[src/rtl/mdu_pkg.sv]
package mdu_pkg;

    // Restoring divide: one quotient bit per step
    localparam int unsigned QUO_BITS        = 16;
    localparam int unsigned STEPS_PER_STAGE = 4;
    localparam int unsigned DIV_STAGES      = QUO_BITS / STEPS_PER_STAGE;

    // Flag update codes
    localparam logic [1:0] UPD_ALL  = 2'd0;
    localparam logic [1:0] UPD_V    = 2'd1;
    localparam logic [1:0] UPD_NONE = 2'd2;

    // Outcome decided ahead of the divide
    typedef enum logic [1:0] {
        KIND_NORMAL = 2'd0,
        KIND_OVF    = 2'd1,
        KIND_DZ     = 2'd2,
        KIND_MINNEG = 2'd3
    } mdu_kind_t;

    typedef struct packed {
        mdu_kind_t   kind;
        logic        sgn_op;
        logic        qneg;
        logic        dneg;
        logic [15:0] smag;
        logic [15:0] rem;
        logic [15:0] quo;
        logic [31:0] dividend;
    } mdu_work_t;

endpackage

[src/rtl/m68k_divide_unit.sv]
// 32 / 16 divide, unsigned or signed (DIVU/DIVS style), fully pipelined.
// Throughput: one word per cycle; s_tready follows m_tready through the stage chain.
// Stages: operand prep, four restoring stages of four quotient bits each
// (16 bits total), then sign fix and flag stage.
// Reset: aresetn (synchronous, active low) clears every stage valid; data regs keep contents.
module m68k_divide_unit (
    input  logic        aclk,
    input  logic        aresetn,
    input  logic        s_tvalid,
    output logic        s_tready,
    input  logic [47:0] s_tdata,   // [15:0] divisor, [47:16] dividend
    input  logic [0:0]  s_tuser,   // [0] action (1 = signed)
    output logic        m_tvalid,
    input  logic        m_tready,
    output logic [39:0] m_tdata    // [31:0] result, [32] zero_flag, [33] negative_flag,
                                   // [34] overflow_flag, [35] carry_flag,
                                   // [37:36] flag_update, [38] divide_by_zero, [39] zero pad
);
    import mdu_pkg::*;

    // Handshake and payload between stages: index 0 is the prep output,
    // index DIV_STAGES the last divide stage output.
    logic      stg_valid [DIV_STAGES+1];
    logic      stg_ready [DIV_STAGES+1];
    mdu_work_t stg_data  [DIV_STAGES+1];

    logic [31:0] res_result;
    logic        res_z;
    logic        res_n;
    logic        res_v;
    logic        res_c;
    logic [1:0]  res_upd;
    logic        res_dz;

    // Stage 0: magnitudes and early outcome (zero divisor, overflow, min/-1)
    mdu_prep u_prep (
        .aclk      (aclk),
        .aresetn   (aresetn),
        .in_valid  (s_tvalid),
        .in_ready  (s_tready),
        .action    (s_tuser[0]),
        .divisor   (s_tdata[15:0]),
        .dividend  (s_tdata[47:16]),
        .out_valid (stg_valid[0]),
        .out_ready (stg_ready[0]),
        .out_data  (stg_data[0])
    );

    // Stages 1..DIV_STAGES: restoring divide, four quotient bits per stage
    for (genvar g = 0; g < DIV_STAGES; g++) begin : g_div
        mdu_step u_step (
            .aclk      (aclk),
            .aresetn   (aresetn),
            .in_valid  (stg_valid[g]),
            .in_ready  (stg_ready[g]),
            .in_data   (stg_data[g]),
            .out_valid (stg_valid[g+1]),
            .out_ready (stg_ready[g+1]),
            .out_data  (stg_data[g+1])
        );
    end

    // Last stage: range check, sign fix, flags; also the output register
    mdu_post u_post (
        .aclk           (aclk),
        .aresetn        (aresetn),
        .in_valid       (stg_valid[DIV_STAGES]),
        .in_ready       (stg_ready[DIV_STAGES]),
        .in_data        (stg_data[DIV_STAGES]),
        .out_valid      (m_tvalid),
        .out_ready      (m_tready),
        .result         (res_result),
        .zero_flag      (res_z),
        .negative_flag  (res_n),
        .overflow_flag  (res_v),
        .carry_flag     (res_c),
        .flag_update    (res_upd),
        .divide_by_zero (res_dz)
    );

    assign m_tdata = {1'b0, res_dz, res_upd, res_c, res_v, res_n, res_z, res_result};

endmodule

[src/rtl/mdu_prep.sv]
module mdu_prep (
    input  logic              aclk,
    input  logic              aresetn,
    input  logic              in_valid,
    output logic              in_ready,
    input  logic              action,
    input  logic [15:0]       divisor,
    input  logic [31:0]       dividend,
    output logic              out_valid,
    input  logic              out_ready,
    output mdu_pkg::mdu_work_t out_data
);
    import mdu_pkg::*;

    logic      valid_reg;
    mdu_work_t data_reg;
    mdu_work_t data_next;

    always_comb begin
        logic        sneg;
        logic        dneg;
        logic [15:0] smag;
        logic [31:0] dmag;
        sneg = action & divisor[15];
        dneg = action & dividend[31];
        smag = sneg ? 16'(~divisor + 16'd1) : divisor;
        dmag = dneg ? 32'(~dividend + 32'd1) : dividend;

        data_next.sgn_op   = action;
        data_next.qneg     = sneg ^ dneg;
        data_next.dneg     = dneg;
        data_next.smag     = smag;
        data_next.rem      = dmag[31:16];
        data_next.quo      = dmag[15:0];
        data_next.dividend = dividend;
        if (divisor == 16'd0) begin
            data_next.kind = KIND_DZ;
        end else if (action && dividend == 32'h8000_0000 && divisor == 16'hFFFF) begin
            data_next.kind = KIND_MINNEG;
        end else if (dmag[31:16] >= smag) begin
            // quotient would need more than 16 bits
            data_next.kind = KIND_OVF;
        end else begin
            data_next.kind = KIND_NORMAL;
        end
    end

    assign in_ready = !valid_reg || out_ready;

    always_ff @(posedge aclk) begin
        if (!aresetn) begin
            valid_reg <= 1'b0;
        end else if (in_ready) begin
            valid_reg <= in_valid;
        end
    end

    always_ff @(posedge aclk) begin
        if (in_ready && in_valid) begin
            data_reg <= data_next;
        end
    end

    assign out_valid = valid_reg;
    assign out_data  = data_reg;

endmodule

[src/rtl/mdu_step.sv]
module mdu_step (
    input  logic              aclk,
    input  logic              aresetn,
    input  logic              in_valid,
    output logic              in_ready,
    input  mdu_pkg::mdu_work_t in_data,
    output logic              out_valid,
    input  logic              out_ready,
    output mdu_pkg::mdu_work_t out_data
);
    import mdu_pkg::*;

    logic      valid_reg;
    mdu_work_t data_reg;
    mdu_work_t data_next;

    // STEPS_PER_STAGE restoring steps; quotient bits shift in at the bottom
    always_comb begin
        logic [16:0] trial;
        logic        qbit;
        data_next = in_data;
        for (int i = 0; i < STEPS_PER_STAGE; i++) begin
            trial = {data_next.rem, data_next.quo[15]};
            qbit  = (trial >= {1'b0, data_next.smag});
            if (qbit) begin
                trial = trial - {1'b0, data_next.smag};
            end
            data_next.rem = trial[15:0];
            data_next.quo = {data_next.quo[14:0], qbit};
        end
    end

    assign in_ready = !valid_reg || out_ready;

    always_ff @(posedge aclk) begin
        if (!aresetn) begin
            valid_reg <= 1'b0;
        end else if (in_ready) begin
            valid_reg <= in_valid;
        end
    end

    always_ff @(posedge aclk) begin
        if (in_ready && in_valid) begin
            data_reg <= data_next;
        end
    end

    assign out_valid = valid_reg;
    assign out_data  = data_reg;

endmodule

[src/rtl/mdu_post.sv]
module mdu_post (
    input  logic              aclk,
    input  logic              aresetn,
    input  logic              in_valid,
    output logic              in_ready,
    input  mdu_pkg::mdu_work_t in_data,
    output logic              out_valid,
    input  logic              out_ready,
    output logic [31:0]       result,
    output logic              zero_flag,
    output logic              negative_flag,
    output logic              overflow_flag,
    output logic              carry_flag,
    output logic [1:0]        flag_update,
    output logic              divide_by_zero
);
    import mdu_pkg::*;

    typedef struct packed {
        logic [31:0] result;
        logic        z;
        logic        n;
        logic        v;
        logic        c;
        logic [1:0]  upd;
        logic        dz;
    } mdu_out_t;

    logic     valid_reg;
    mdu_out_t out_reg;
    mdu_out_t out_next;

    always_comb begin
        logic        fits;
        logic [15:0] qbits;
        logic [15:0] rbits;
        fits  = in_data.qneg ? (in_data.quo <= 16'h8000) : (in_data.quo <= 16'h7FFF);
        fits  = fits || !in_data.sgn_op;
        qbits = in_data.qneg ? 16'(~in_data.quo + 16'd1) : in_data.quo;
        rbits = in_data.dneg ? 16'(~in_data.rem + 16'd1) : in_data.rem;

        out_next.c = 1'b0;
        case (in_data.kind)
            KIND_DZ: begin
                out_next.result = in_data.dividend;
                out_next.z      = 1'b0;
                out_next.n      = 1'b0;
                out_next.v      = 1'b0;
                out_next.upd    = UPD_NONE;
                out_next.dz     = 1'b1;
            end
            KIND_MINNEG: begin
                out_next.result = 32'd0;
                out_next.z      = 1'b1;
                out_next.n      = 1'b0;
                out_next.v      = 1'b0;
                out_next.upd    = UPD_ALL;
                out_next.dz     = 1'b0;
            end
            KIND_NORMAL: begin
                if (fits) begin
                    out_next.result = {rbits, qbits};
                    out_next.z      = (qbits == 16'd0);
                    out_next.n      = qbits[15];
                    out_next.v      = 1'b0;
                    out_next.upd    = UPD_ALL;
                end else begin
                    out_next.result = in_data.dividend;
                    out_next.z      = 1'b0;
                    out_next.n      = 1'b0;
                    out_next.v      = 1'b1;
                    out_next.upd    = UPD_V;
                end
                out_next.dz = 1'b0;
            end
            default: begin
                out_next.result = in_data.dividend;
                out_next.z      = 1'b0;
                out_next.n      = 1'b0;
                out_next.v      = 1'b1;
                out_next.upd    = UPD_V;
                out_next.dz     = 1'b0;
            end
        endcase
    end

    assign in_ready = !valid_reg || out_ready;

    always_ff @(posedge aclk) begin
        if (!aresetn) begin
            valid_reg <= 1'b0;
        end else if (in_ready) begin
            valid_reg <= in_valid;
        end
    end

    always_ff @(posedge aclk) begin
        if (in_ready && in_valid) begin
            out_reg <= out_next;
        end
    end

    assign out_valid      = valid_reg;
    assign result         = out_reg.result;
    assign zero_flag      = out_reg.z;
    assign negative_flag  = out_reg.n;
    assign overflow_flag  = out_reg.v;
    assign carry_flag     = out_reg.c;
    assign flag_update    = out_reg.upd;
    assign divide_by_zero = out_reg.dz;

`ifndef SYNTH
    a_dz_no_flags: assert property (@(posedge aclk) disable iff (!aresetn)
        valid_reg && out_reg.dz |-> out_reg.upd == UPD_NONE && !out_reg.v)
        else $error("zero divisor must write no flags");
    a_ovf_only_v: assert property (@(posedge aclk) disable iff (!aresetn)
        valid_reg && out_reg.upd == UPD_V |-> out_reg.v && !out_reg.z && !out_reg.n)
        else $error("overflow must set V alone");
    a_ok_v_clear: assert property (@(posedge aclk) disable iff (!aresetn)
        valid_reg && out_reg.upd == UPD_ALL |-> !out_reg.v && !out_reg.dz
            && out_reg.z == (out_reg.result[15:0] == 16'd0)
            && out_reg.n == out_reg.result[15])
        else $error("Z/N do not match quotient");
    a_carry_clear: assert property (@(posedge aclk) disable iff (!aresetn)
        valid_reg |-> !out_reg.c)
        else $error("carry must stay clear");
`endif

endmodule

[config.mk]
export PLATFORM = sky130hd
export DESIGN_NAME = m68k_divide_unit
export DESIGN_NICKNAME = d
export VERILOG_FILES = /design/src/rtl/mdu_pkg.sv /design/src/rtl/m68k_divide_unit.sv /design/src/rtl/mdu_prep.sv /design/src/rtl/mdu_step.sv /design/src/rtl/mdu_post.sv
export SDC_FILE = /design/constraint.sdc
export NUM_CORES = 1
export LEC_CHECK = 0
export BUFFER_PORTS_ARGS = -buffer_cell sky130_fd_sc_hd__buf_2
export CORE_AREA = 2 2 366 223
export DETAILED_ROUTE_END_ITERATION = 6
export DIE_AREA = 0 0 368 225
export PLACE_DENSITY = 0.55
export SYNTH_ARGS = -nofsm -noshare
export SYNTH_HDL_FRONTEND = slang
export SYNTH_SLANG_ARGS = --single-unit
[constraint.sdc]
create_clock -name aclk -period 11.6 [get_ports aclk]
set_clock_uncertainty 0.05 [all_clocks]
set_input_delay 0.58 -clock aclk [delete_from_list [all_inputs] [get_ports aclk]]
set_output_delay 0.58 -clock aclk [all_outputs]
set_load 0.05 [all_outputs]
==> out/qor.txt <==
Final Wtd Congestion: 0.930
Critical-path top delay cell: edfxtp_1
GRT Resource Usage Total: 21.9%
Cts hold-fix bufs: 0
Commonest cells after routing, fill and taps aside: edfxtp_1 (441), ha_1 (274), inv_1 (193)
Startpoint Class: flip-flop
Unique cell type count in the Yosys netlist: 103
Final non-filler cell area: 35600 µm²
RSZ-0062 raised after global routing: false
Root Buffer: clkbuf_16
Number of H-tree levels: 2
# rows: 80
Synth Flop Type: edfxtp_1
Worst R2R Start: g_div[1].u_step.out_data[74]
Vias in the first global route: 22900
Average wire per cell in the routed design: 21.5 µm
Vias per inst: 5.68
Final #Nets: 3535
Layout area overhead: 13.0%
Filler instances: 7335
Post-Synthesis Cell Area: 31500 µm²
CP peak stage delay: 0.52 ns
Avg Cell Area, Syn: 10.5 µm²
Crit path time final: 11.12 ns
CTS Sinks: 447
Die height: 225 µm
Max-slew violation count: 0
Post-DRT Antenna Nets: 0
Hold Crit Class: input port to flip-flop
Slew margin rel.: 22.5%
Post-Route WL: 92500 µm
GRT overflow: 0
Crit path buffers/inverters: 8
Register bit total from synthesis: 447
Worst-Margin Slew: 1.16 ns
Top cell family by delay on the critical path: compound AO/OA/AOI/OAI gates
Top Ports: 95
Worst-path fanout max: 16
Fmax: 89.9 MHz
IO Port Bufs: 92
DR pass1 iterations: 5
Layout cells sized above 1: 13.8%
Die X: 368 µm
Status: complete, no violations
Initial antenna violation count: 1
Setup CP Type: flip-flop to flip-flop
Clock transition at path regs: 0.06 ns
Final Hold Vio Count: 0
Post-DP HPWL: 73600 µm
Post-Synthesis Cells: 3015
Largest net degree at the start of global routing: 85
Worst Setup SP: g_div[1].u_step.out_data[74]
Final count of negative-setup-slack endpoints: 0
Ys async rst share: 0%
1st-iter DRT viols: 2413
Post-synth EDFFs: 441
Worst-Skew Late Latency: 0.62 ns
Placeable Area: 79100 µm²
Initial Util: 39.9%
Max clock buf depth: 3
Synth Warn #: 0
CTS tree: yes
Hold_sp: s_tdata[27]
Total of max-cap violations: 0
Placed cell area: 33700 µm²
Critical Path RT: 11.88 ns
Vias: 24400
First-pass GRT wire length: 140000 µm
Pre-CTS WS: -0.245 ns
CP Capture Type: flip-flop
DRC: 0
Setup WS post-layout: 0.479 ns
Num CTS Buffers: 45
Seq/Total Area, Yosys: 42.4%
CP Data Arrival Time: 11.40 ns
Commonest non-fill, non-tap cell in the layout: edfxtp_1
Fin crit share: 95.9%
Die Area: 82800 µm²
flip-flops by register name, summed over array words and instances, names as in the netlist, 4 cells and up:
register,flops
g_div.u_step.out_valid,4
u_post.result,32
u_prep.out_data,84
g_div.u_step.out_data,321
cell usage after synthesis (36+ instances only):
master | number | area, µm²
edfxtp_1 | 441 | 13200
nor3_1 | 72 | 360
nor2_1 | 190 | 713
nand3_1 | 62 | 310
clkbuf_1 | 36 | 135
ha_1 | 277 | 3470
xor2_1 | 93 | 815
a21oi_1 | 187 | 936
a21o_1 | 91 | 683
inv_1 | 197 | 739
mux2i_1 | 38 | 380
xnor2_1 | 161 | 1410
o21ai_0 | 172 | 861
nand4_1 | 49 | 307
mux2_2 | 89 | 1000
nand2b_1 | 36 | 225
nand2_1 | 190 | 713
o21a_1 | 56 | 420
nor2b_1 | 47 | 294
worst reg2reg max path, delay by kind of cell, from the launching register on:
kind	cells	cell delay (ns)
mux	4	1.53
simple gates	8	1.87
buf+inv	8	1.66
compound gates	18	3.64
flops	1	0.52
fa+ha+maj	4	1.56
layout make-up:
cell class	count	area (µm²)	share of cell area (%)
antenna	1	2.50	0.00703
multi-input combinational	2302	17300	48.7
timing repair buffer	188	1230	3.46
tap	1066	1330	3.75
clock inverter	30	400	1.12
sequential	447	13400	37.5
inverter	205	777	2.18
clock buffer	52	1150	3.24
stage by stage:
step | cells | TNS, ns | hold WS, ns | utilization [%]
final | 4291 | 0 | 0.132 | 45.0
after global routing | 4291 | 0 | 0.111 | 45.0
after CTS | 4276 | 0 | 0.0827 | 44.6
after detailed placement | 4194 | -3.38 | 0.355 | 42.7
after global placement | 4194 | -2.19 | 0.351 | 42.7
after floorplan | 3016 | 0 | 0.350 | -
path summary, 6_finish.rpt:
| path | endpoint | slack [ns] | cells after the start |
|---|---|---|---|
| min reg2reg | g_div[2].u_step.out_data[37] | 0.36 | 0 |
| max | g_div[2].u_step.out_data[60] | 0.48 | 42 |
| max reg2reg | g_div[2].u_step.out_data[60] | 0.48 | 42 |
| min | u_prep.out_data[11] | 0.13 | 1 |
timing repair:
action                                 4_1_cts  5_1_grt
endpoints found under the hold margin        0        0
setup endpoints to repair                   17       51
buffers inserted                             0       14
pin swaps                                    0        6
gates resized for setup                      4       42
per-layer routing:
layer / up-vias / routed length (µm) / global-route usage, %
li1: 11700 / - / -
met1: 11700 / 49000 / 35.7
met2: 852 / 34800 / 28.6
met3: 78 / 7470 / 5.14
met4: 0 / 1190 / 3.84
met5: - / 0 / 0
cell families after synthesis:
family                     Yosys count  synth area share [%]
muxes                              136                  4.81
AOI/OAI and AO/OA                  814                  17.7
DFF                                447                  42.4
xor gates and xnor gates           254                  7.06
buffers and inverters              267                  3.35
and+or+nand+nor                    803                  12.7
other                                1                0.0119
adders and majority gates          293                  12.0
Power is left out: the tool's default activity adds up to more than one toggle a clock period on the data nets, which glitch-free logic cannot reach.
